===== config.mk =====
export PLATFORM = sky130hd
export DESIGN_NAME = i128alu_fin
export DESIGN_NICKNAME = d
export VERILOG_FILES = /design/src/design/i128alu_pkg.sv /design/src/design/i128alu_fin.sv
export VERILOG_INCLUDE_DIRS = /design/src /design/src/design
export SDC_FILE = /design/constraint.sdc
export NUM_CORES = 1
export LEC_CHECK = 0
export ABC_AREA = 1
export BUFFER_PORTS_ARGS = -buffer_cell sky130_fd_sc_hd__buf_2
export CAP_MARGIN = 5
export CORE_AREA = 2 2 203 205
export CTS_CLUSTER_SIZE = 16
export DETAILED_ROUTE_END_ITERATION = 8
export DIE_AREA = 0 0 205 207
export MAX_ROUTING_LAYER = met4
export PLACE_DENSITY = 0.62
export SYNTH_ARGS = -nofsm -noshare
export SYNTH_HDL_FRONTEND = slang
export SYNTH_SLANG_ARGS = --single-unit

===== constraint.sdc =====
create_clock -name clk -period 7.9 [get_ports clk]
set_clock_uncertainty 0.15 [all_clocks]
set_input_delay 1.185 -clock clk [delete_from_list [all_inputs] [get_ports clk]]
set_output_delay 1.185 -clock clk [all_outputs]
set_load 0.005 [all_outputs]

===== src/design/assert_macros.svh =====
// assertion helpers, sampled on clk and disabled during rst
`ifndef ASSERT_MACROS_SVH
`define ASSERT_MACROS_SVH

// same-cycle implication
`define ASSERT_IMPL(label, ante, cons) \
  label: assert property (@(posedge clk) disable iff (rst) (ante) |-> (cons)) \
    else $error("assertion failed");

// next-cycle implication
`define ASSERT_NEXT(label, ante, cons) \
  label: assert property (@(posedge clk) disable iff (rst) (ante) |=> (cons)) \
    else $error("assertion failed");

`endif


===== src/design/i128alu_pkg.sv =====
package i128alu_pkg;

  typedef enum logic [3:0] {
    KIND_ADD = 4'd0,
    KIND_SUB = 4'd1,
    KIND_MUL = 4'd2,
    KIND_DIV = 4'd3,
    KIND_AND = 4'd4,
    KIND_OR  = 4'd5,
    KIND_XOR = 4'd6,
    KIND_NOT = 4'd7,
    KIND_SHL = 4'd8,
    KIND_SHR = 4'd9
  } kind_t;

  localparam int MAX_BITS = 128;
  localparam int HALF_BITS = 64;

  typedef struct packed {
    logic  valid;
    kind_t kind;
    logic  neg;
    logic  dz;
  } ctrl_t;

endpackage


===== src/design/i128alu_fin.sv =====
`include "assert_macros.svh"

module i128alu_fin
  import i128alu_pkg::*;
#(
  parameter int W = 128
) (
  input  logic                 clk,
  input  logic                 rst,
  input  logic                 en,
  input  ctrl_t                ctrl,
  input  logic [W-1:0]         quo,
  input  logic [W-1:0]         acc,
  input  logic [W-1:0]         res,
  output logic                 out_valid,
  output logic [HALF_BITS-1:0] result_hi,
  output logic [HALF_BITS-1:0] result_lo,
  output logic                 div_by_zero
);

  logic [W-1:0]        sel, val;
  logic [MAX_BITS-1:0] wide;

  always_comb begin
    case (ctrl.kind)
      KIND_DIV: sel = quo;
      KIND_MUL: sel = acc;
      default:  sel = res;
    endcase
    if (ctrl.kind == KIND_DIV && ctrl.dz) begin
      val = '1;
    end else if ((ctrl.kind == KIND_DIV || ctrl.kind == KIND_MUL) && ctrl.neg) begin
      val = ~sel + W'(1);
    end else begin
      val = sel;
    end
    wide = MAX_BITS'(val);
  end

  always_ff @(posedge clk) begin
    if (rst) begin
      out_valid <= 1'b0;
    end else if (en) begin
      out_valid <= ctrl.valid;
    end
  end

  always_ff @(posedge clk) begin
    if (en) begin
      result_hi   <= wide[MAX_BITS-1:HALF_BITS];
      result_lo   <= wide[HALF_BITS-1:0];
      div_by_zero <= ctrl.dz && (ctrl.kind == KIND_DIV);
    end
  end

  `ASSERT_IMPL(a_dz_ones, out_valid && div_by_zero,
    MAX_BITS'({result_hi, result_lo}) == MAX_BITS'({W{1'b1}}))
  `ASSERT_NEXT(a_hold_stalled, out_valid && !en,
    out_valid && $stable(result_hi) && $stable(result_lo) && $stable(div_by_zero))

endmodule

==> results.yml <==
power_and_ir_drop:
  ir_worst_vdd_v: 0.0001019
  leakage_nw: 8.315
  power.density_nw_per_um2: 145.6
floorplanning:
  die_y_um: 207
  pin_count: 524
  start_util: 0.3298
  die_w_um: 205
  fp.coreArea_um2: 40370
  rows: 74
  die_area_um2: 42440
clocking:
  cts_tree: "yes"
  clk_latency_ns: 0.44
  htree_levels: 4
  postCtsSetupRepairBufs: 0
  cts_made_buffers: 17
  clk_pin_slew_ns: 0.07
  cts_resized: 0
  clk_path_buf_depth: 2
  cts.sinks: 130
  cts-hold-fix-buffers: 0
  cts_root_buf: "clkbuf_16"
routing:
  drc_errors: 0
  drtAntennaViolNets: 0
  drt_first_pass_iters: 6
  vias: 18409
  post_drt_wl_per_cell_um: 23.27
  drtIter0Drc: 2334
  routed.top_layer: "met4"
  wl_met3_um: 7348
  via_per_inst: 5.503
  wl_met1_um: 35570
  wl_um: 77840
  met2WireLength_um: 33530
sta:
  layout_min_cycle_time_ns: 5.034
  setup_violations: 0
  relSlewSlack: 0.3332
  fin_tns_setup_ns: 0
  slew_viol_final: 0
  rsz0062_at_grt: "no"
  worst_pin_slew_ns: 1.000
  fin_crit_sh: 0.6372
  finalHoldViolations: 0
  fmax_mhz: 198.7
finish:
  utilization: 0.4190
  area_growth_pct: 27.03
  final_common_cell: "nand2_1"
  postLayoutCellArea_um2: 16910
  layout_common_cells: "nand2_1, nand3_1, buf_2"
  nets: 3194
  drive_gt1_frac: 0.2095
job:
  cap_violations: 0
critical_path:
  reg2reg_depth: 2
  path_class: "primary input to register"
  timing.rr.end: "out_valid"
  crit_fanout: 158
  worstPathCellList: "buf_2 -> nor2_4 -> nand2_8 -> o21ai_1 -> ha_1 -> inv_1 -> nor2_1 -> nand2_1 -> nor2_1 -> nand2_1 -> nor2_1 -> nand2_1 -> nand2_1 -> nand2_1 -> nand2_1 -> nand3_1"
  startpoint_type: "primary input"
  cpMostUsedCell: "nand2_1"
  cp-end-kind: "register"
  critical_path_required_ns: 7.88
  r2r_start: "out_valid"
  reg2reg_slack_ns: 7.12
  critPathArrivalTime_ns: 5.02
  critPathMaxStageDelay_ns: 0.56
  crit_slowest_cell: "nand2_8"
placement:
  dpl-instance-area_um2: 16300
  post-dp-hpwl_um: 63940
  portBuffers: 523
  place_congestion: 1.031
worst_hold_path:
  hold_path.startpoint: "out_valid"
  hold_path_end: "out_valid"
  hold_depth: 2
  hp-class: "register to register"
global_routing:
  grt_pass1_vias: 16695
  grt_usage: 0.3694
  grt_max_degree: 189
  grt_pass1_wl_um: 111400
  overflow: 0
  antenna_found_initial: 0
synthesis:
  yosysWarnings: 0
  synth_fp_nets: 2741
  avgSynthCellArea_um2: 5.675
  synth_cells: 2346
  yosysSeqAreaShare: 0.2925
  ys_seq_elements: 130
  yosysUniqueCellTypes: 34
  syn-cell-area_um2: 13310
outcome:
  status: "complete, no violations"
-- worst max-delay path, delay by kind of cell --
family | cells | cell delay [ns]
adders and majority gates | 1 | 0.26
buffers and inverters | 2 | 0.17
and+or+nand+nor | 12 | 2.84
AOI/OAI and AO/OA | 1 | 0.56
-- metrics by stage --
step | instances | power, mW | hold slack, ns | worst slack, ns
2_1_floorplan | 2346 | 1.211 | 0.3350 | 4.436
3_3_place_gp | 3312 | 1.589 | 0.3208 | 2.566
3_5_place_dp | 3312 | 1.590 | 0.3541 | 2.579
4_1_cts | 3344 | 2.455 | 0.3708 | 3.033
5_1_grt | 3344 | 2.562 | 0.4192 | 2.609
6_report | 3345 | 2.463 | 0.3667 | 2.866
-- worst max-delay path by stage --
stage	from	to	cells past startpoint
2_1_floorplan	ctrl[2]	result_hi[30]	17
3_3_place_gp	ctrl[5]	result_hi[28]	16
5_1_grt	ctrl[5]	result_hi[28]	16
6_report	ctrl[5]	result_hi[28]	16
4_1_cts	ctrl[5]	result_hi[28]	16
3_5_place_dp	ctrl[5]	result_hi[28]	16
-- Yosys cell counts --
library cell,n,share of area
nor2_4,1,0.00085
nand3b_1,9,0.0051
o21ai_0,60,0.023
clkbuf_1,42,0.012
ha_1,1,0.00094
nand3_1,540,0.20
clkinv_1,1,0.00028
xor2_1,10,0.0066
buf_2,40,0.015
o21ai_2,3,0.0020
inv_1,184,0.052
nor3_1,5,0.0019
o211ai_1,5,0.0028
nand3_2,1,0.00075
or2_2,3,0.0014
buf_6,3,0.0025
nor2_2,4,0.0019
edfxtp_1,129,0.29
o22ai_1,1,0.00047
mux2i_1,1,0.00075
and2_1,2,0.00094
nand4_1,11,0.0052
inv_2,2,0.00056
o21ai_1,7,0.0026
a21oi_1,26,0.0098
nand2_2,2,0.00094
buf_4,1,0.00056
a21o_1,3,0.0017
nor2_1,368,0.10
o21bai_2,1,0.00085
dfxtp_1,1,0.0015
buf_1,19,0.0054
nand2_1,859,0.24
xnor2_1,1,0.00066
-- layout make-up --
class / instances / area, um2
antenna: 1 / 2.502
inverter: 187 / 703.2
tap: 532 / 665.6
multi-input combinational: 1924 / 8282
sequential: 130 / 3894
timing repair buffer: 539 / 2753
clock inverter: 15 / 187.7
clock buffer: 17 / 425.4
fill: 4567 / 23460
-- per-layer routing --
layer  vias up  global-route usage
met5         -                   -
met4         0             0.07566
met3        80             0.04248
met2      1112              0.5341
met1      8699              0.5508
li1       8518                   -
-- sequential cells by signal, summed over array words and instances (netlist names) --
signal,flops
out_valid,1
result_hi,64
result_lo,64
div_by_zero,1
-- power breakdown --
part / leakage (nW) / switching (mW) / internal, mW / total [mW]
clock: 0.294 / 0.345 / 0.525 / 0.870
sequential: 1.27 / 0.0321 / 0.850 / 0.882
combinational: 6.75 / 0.475 / 0.236 / 0.711
total: 8.31 / 0.852 / 1.61 / 2.46
-- logic make-up after synthesis --
family,count (synthesis),synth area share
buffers and inverters,292,0.08806
AND/OR/NAND/NOR,1805,0.5678
flip-flops,130,0.2925
AO/OA/AOI/OAI,106,0.04276
XOR/XNOR,11,0.007236
adder cells (fa/ha/maj),1,0.0009396
multiplexers,1,0.0007518
(Power assumes the default switching activity.)
