===== src/design/assert_macros.svh =====
// assertion helpers, sampled on clk and disabled during rst
`ifndef ASSERT_MACROS_SVH
`define ASSERT_MACROS_SVH

// same-cycle implication
`define ASSERT_IMPL(label, ante, cons) \
  label: assert property (@(posedge clk) disable iff (rst) (ante) |-> (cons)) \
    else $error("assertion failed");

// next-cycle implication
`define ASSERT_NEXT(label, ante, cons) \
  label: assert property (@(posedge clk) disable iff (rst) (ante) |=> (cons)) \
    else $error("assertion failed");

`endif


===== src/design/i128alu_pkg.sv =====
package i128alu_pkg;

  typedef enum logic [3:0] {
    KIND_ADD = 4'd0,
    KIND_SUB = 4'd1,
    KIND_MUL = 4'd2,
    KIND_DIV = 4'd3,
    KIND_AND = 4'd4,
    KIND_OR  = 4'd5,
    KIND_XOR = 4'd6,
    KIND_NOT = 4'd7,
    KIND_SHL = 4'd8,
    KIND_SHR = 4'd9
  } kind_t;

  localparam int MAX_BITS = 128;
  localparam int HALF_BITS = 64;

  typedef struct packed {
    logic  valid;
    kind_t kind;
    logic  neg;
    logic  dz;
  } ctrl_t;

endpackage


===== src/design/i128alu_cell.sv =====
`include "assert_macros.svh"

module i128alu_cell
  import i128alu_pkg::*;
#(
  parameter int W = 128
) (
  input  logic         clk,
  input  logic         rst,
  input  logic         en,
  input  ctrl_t        ctrl_in,
  input  logic [W-1:0] num_in,
  input  logic [W-1:0] rem_in,
  input  logic [W-1:0] d_in,
  input  logic [W-1:0] ma_in,
  input  logic [W-1:0] mb_in,
  input  logic [W-1:0] acc_in,
  input  logic [W-1:0] res_in,
  output ctrl_t        ctrl_out,
  output logic [W-1:0] num_out,
  output logic [W-1:0] rem_out,
  output logic [W-1:0] d_out,
  output logic [W-1:0] ma_out,
  output logic [W-1:0] mb_out,
  output logic [W-1:0] acc_out,
  output logic [W-1:0] res_out
);

  logic [W:0]   r2, dx, diff;
  logic         ge;
  logic [W-1:0] rem_next, num_next, acc_next;

  // one restoring divide step and one shift-add multiply step
  always_comb begin
    r2 = {rem_in, num_in[W-1]};
    dx = {1'b0, d_in};
    diff = r2 - dx;
    ge = (r2 >= dx);
    rem_next = ge ? diff[W-1:0] : r2[W-1:0];
    num_next = {num_in[W-2:0], ge};
    acc_next = acc_in + (mb_in[0] ? ma_in : '0);
  end

  always_ff @(posedge clk) begin
    if (rst) begin
      ctrl_out.valid <= 1'b0;
    end else if (en) begin
      ctrl_out.valid <= ctrl_in.valid;
    end
    if (en) begin
      ctrl_out.kind <= ctrl_in.kind;
      ctrl_out.neg  <= ctrl_in.neg;
      ctrl_out.dz   <= ctrl_in.dz;
      num_out <= num_next;
      rem_out <= rem_next;
      d_out   <= d_in;
      ma_out  <= ma_in << 1;
      mb_out  <= mb_in >> 1;
      acc_out <= acc_next;
      res_out <= res_in;
    end
  end

  `ASSERT_NEXT(a_rem_below_div,
    en && ctrl_in.valid && ctrl_in.kind == KIND_DIV && !ctrl_in.dz && rem_in < d_in,
    rem_out < d_out)
  `ASSERT_NEXT(a_dz_follows,
    en && ctrl_in.valid, ctrl_out.valid && ctrl_out.dz == $past(ctrl_in.dz))

endmodule


===== config.mk =====
export PLATFORM = sky130hd
export DESIGN_NAME = i128alu_cell
export DESIGN_NICKNAME = d
export VERILOG_FILES = /design/src/design/i128alu_pkg.sv /design/src/design/i128alu_cell.sv
export VERILOG_INCLUDE_DIRS = /design/src /design/src/design
export SDC_FILE = /design/constraint.sdc
export NUM_CORES = 1
export LEC_CHECK = 0
export ABC_AREA = 1
export CAP_MARGIN = 5
export CORE_AREA = 2 2 703 705
export CTS_CLUSTER_DIAMETER = 50
export DETAILED_ROUTE_END_ITERATION = 10
export DIE_AREA = 0 0 705 707
export DONT_BUFFER_PORTS = 1
export MAX_ROUTING_LAYER = met4
export PLACE_DENSITY = 0.34
export SYNTH_ARGS = -nofsm -noshare
export SYNTH_HDL_FRONTEND = slang
export SYNTH_SLANG_ARGS = --single-unit

===== constraint.sdc =====
create_clock -name clk -period 4.3 [get_ports clk]
set_clock_uncertainty 0.2 [all_clocks]
set_input_delay 0.645 -clock clk [delete_from_list [all_inputs] [get_ports clk]]
set_output_delay 0.645 -clock clk [all_outputs]
set_load 0.02 [all_outputs]

==> impl_metrics.py <==
metrics = {
    "final_layout": {
        "final_common_cell": "nand2_1",
        "fin_nets": 9517,
        "final_cell_mix": "nand2_1, inv_1, edfxtp_1, dlygate4sd3_1, nor2_1",
        "area_delta_synth_final_pct": 40.6,
        "drive_above_1_share_pct": 5.19,
    },
    "clocking": {
        "cts_tree": "yes",
        "clockRootBuffer": "clkbuf_16",
        "numClockSinks": 901,
        "clkSlewWorstSetupHoldPaths_ns": 0.05,
        "cts.path.max_buffers": 4,
        "post-cts-setup-buffer-count": 0,
        "insertion_delay_ns": 0.80,
        "cts_buffers": 157,
        "h-tree-depth": 4,
    },
    "yosys": {
        "seq_area_frac_synth_pct": 48.4,
        "synth_edf_count": 900,
        "synth_cell_types": 43,
        "ys_seq_elements": 901,
        "synth_warnings": 0,
        "synth_cells": 7296,
        "async_flop_share_pct": 0,
        "ys.flop_type": "edfxtp_1",
        "synth_area_per_cell_um2": 7.65,
        "netlist_area_um2": 55800,
    },
    "min_path": {
        "min_path_type": "primary input to register",
        "worstHoldPathCells": 2,
    },
    "timing": {
        "clock.fmax_mhz": 254,
        "finalHoldViolCount": 0,
        "holdWs_ns": 0.126,
        "setup_viol_count_final": 0,
        "setup-tns-final_ns": 0,
        "period_share_pct": 91.6,
        "worst_slack_ns": 0.363,
        "drv_slew": 0,
        "slew_headroom_pct": 24.9,
        "tightest_slew_ns": 1.12,
        "min_period_ns": 3.94,
        "grt_setup_unrepaired": "false",
    },
    "floorplanning": {
        "start_util_pct": 11.4,
        "die_h_um": 707,
        "fp.dieArea_um2": 498000,
        "die_x_um": 705,
        "rows": 258,
        "ios": 1809,
        "core_area_um2": 492000,
    },
    "placement": {
        "place.gp.congestion": 0.963,
        "port_buffers": 0,
        "dpl.hpwl_mm": 323,
        "pre_cts_ws_ns": -0.0143,
    },
    "global_routing": {
        "grt_pass1_wl_mm": 494,
        "met1_usage_pct": 14.9,
        "antenna_found_initial": 133,
        "grtUsageTotal_pct": 15.0,
        "grt_overflow": 0,
        "grt_max_degree": 129,
        "grt_use_met2_pct": 28.5,
        "grt-busiest-layer": "met2",
        "grt_pass1_vias": 54600,
        "grtUsageMet3_pct": 3.02,
    },
    "setup_path": {
        "crit_path_start_kind": "primary input",
        "path_max_fanout": 4,
        "required_ns": 4.71,
        "path_class": "primary input to register",
        "crit_arrival_ns": 4.35,
        "endpoint_kind": "register",
        "ff2ff_path_depth": 3,
    },
    "routing": {
        "wl_per_cell_um": 25.4,
        "drt-pass1-iter-count": 6,
        "drcViolationCount": 0,
        "antenna_left": 0,
        "vias_per_cell": 3.60,
        "vias": 54100,
        "drt_iter0_drc": 3953,
        "wl_mm": 381,
    },
    "run": {
        "maxCapViolCount": 0,
    },
    "power": {
        "p_leak_nw": 34.4,
        "power_density_nw_per_um2": 400,
        "ir_drop_mv": 0.391,
    },
    "outcome": {
        "status": "finished clean",
    },
}
==> state kept, by name (all words and copies together), names as in the netlist <==
register / flops
mb_out: 127
res_out: 128
ma_out: 127
acc_out: 128
ctrl_out: 7
num_out: 128
d_out: 128
rem_out: 128
==> logic make-up (layout without fill, tap and decap cells) <==
logic type	Yosys count	after routing	synth area share (%)
AOI/OAI and AO/OA	613	613	5.69
xor gates and xnor gates	129	129	2.02
adders and majority gates	257	257	5.79
buffers and inverters	1660	2842	11.4
DFF	901	901	48.4
muxes	1	1	0.0179
other	1	60	0.00672
and+or+nand+nor	3734	3734	26.7
==> Yosys cell counts (12+ instances only) <==
| master | number | share of area, % |
|---|---|---|
| nor2_1 | 709 | 4.8 |
| o21bai_1 | 15 | 0.20 |
| clkbuf_1 | 20 | 0.13 |
| edfxtp_1 | 900 | 48 |
| nor2_2 | 12 | 0.13 |
| nand3_1 | 370 | 3.3 |
| nor3_1 | 60 | 0.54 |
| a21oi_1 | 365 | 3.3 |
| ha_1 | 255 | 5.7 |
| nand4_1 | 31 | 0.35 |
| buf_2 | 13 | 0.12 |
| nand3b_1 | 35 | 0.47 |
| o21ai_0 | 203 | 1.8 |
| inv_1 | 1593 | 11 |
| xor2_1 | 127 | 2.0 |
| nand2_1 | 2489 | 17 |
==> metal layers <==
| metal | part of all wire [%] | wire length [um] |
|---|---|---|
| met1 | 35 | 135000 |
| met3 | 6.1 | 23200 |
| met5 | 0 | 0 |
| met2 | 53 | 204000 |
| met4 | 5.1 | 19400 |
==> timing repair <==
| action | 4_1_cts | 5_1_grt |
|---|---|---|
| resized for setup | 0 | 0 |
| hold buffers | 800 | 0 |
| endpoints found under the hold margin | 799 | 0 |
==> worst paths after layout <==
check	from	endpoint	slack, ns
setup / recovery	acc_in[0]	acc_out[124]$_DFFE_PP_	0.36
setup reg to reg	ctrl_out[6]$_SDFFE_PP0P_	ctrl_out[6]$_SDFFE_PP0P_	2.88
hold / removal	acc_in[46]	acc_out[46]$_DFFE_PP_	0.13
hold reg to reg	ctrl_out[6]$_SDFFE_PP0P_	ctrl_out[6]$_SDFFE_PP0P_	0.96
==> metrics by stage <==
stage / util (%) / instance area, um^2 / cells / total power [W]
2_1_floorplan: - / 55800 / 7297 / 0.0149
3_5_place_dp: 13.2 / 65000 / 13900 / 0.0180
4_1_cts: 15.9 / 78300 / 15000 / 0.0320
6_report: 16.0 / 78500 / 15000 / 0.0314
3_3_place_gp: 13.2 / 65000 / 13900 / 0.0180
5_1_grt: 16.0 / 78400 / 15000 / 0.0327
==> report_power, final <==
part	internal, W	total (W)	switching (W)
sequential	0.0108	0.0128	0.00198
combinational	0.00179	0.00564	0.00385
clock	0.00778	0.0130	0.00519
total	0.0204	0.0314	0.0110
==> layout make-up <==
type / count / area [um^2]
clock inverter: 109 / 1330
sequential: 901 / 27000
tap: 6500 / 8130
fill: 56300 / 413000
clock buffer: 175 / 4000
multi-input combinational: 4736 / 22500
antenna: 58 / 145
timing repair buffer: 954 / 9360
inverter: 1604 / 6020
==> worst max-delay path, cell delays in order <==
cell and delay (ns):
dlygate4sd3_1 0.64, ha_1 0.32, fa_1 0.42, nand3_1 0.15, nand2_1 0.11, nand2_1 0.08
o211ai_1 0.44, nand2_1 0.19, nand2_1 0.21, nand2_1 0.11, nand2_1 0.16, nand2_1 0.13
nand2_1 0.31, nand2_1 0.23, nand2_1 0.07, nand2_1 0.06, nand2_1 0.06
Power figures use the tool's default switching activity.
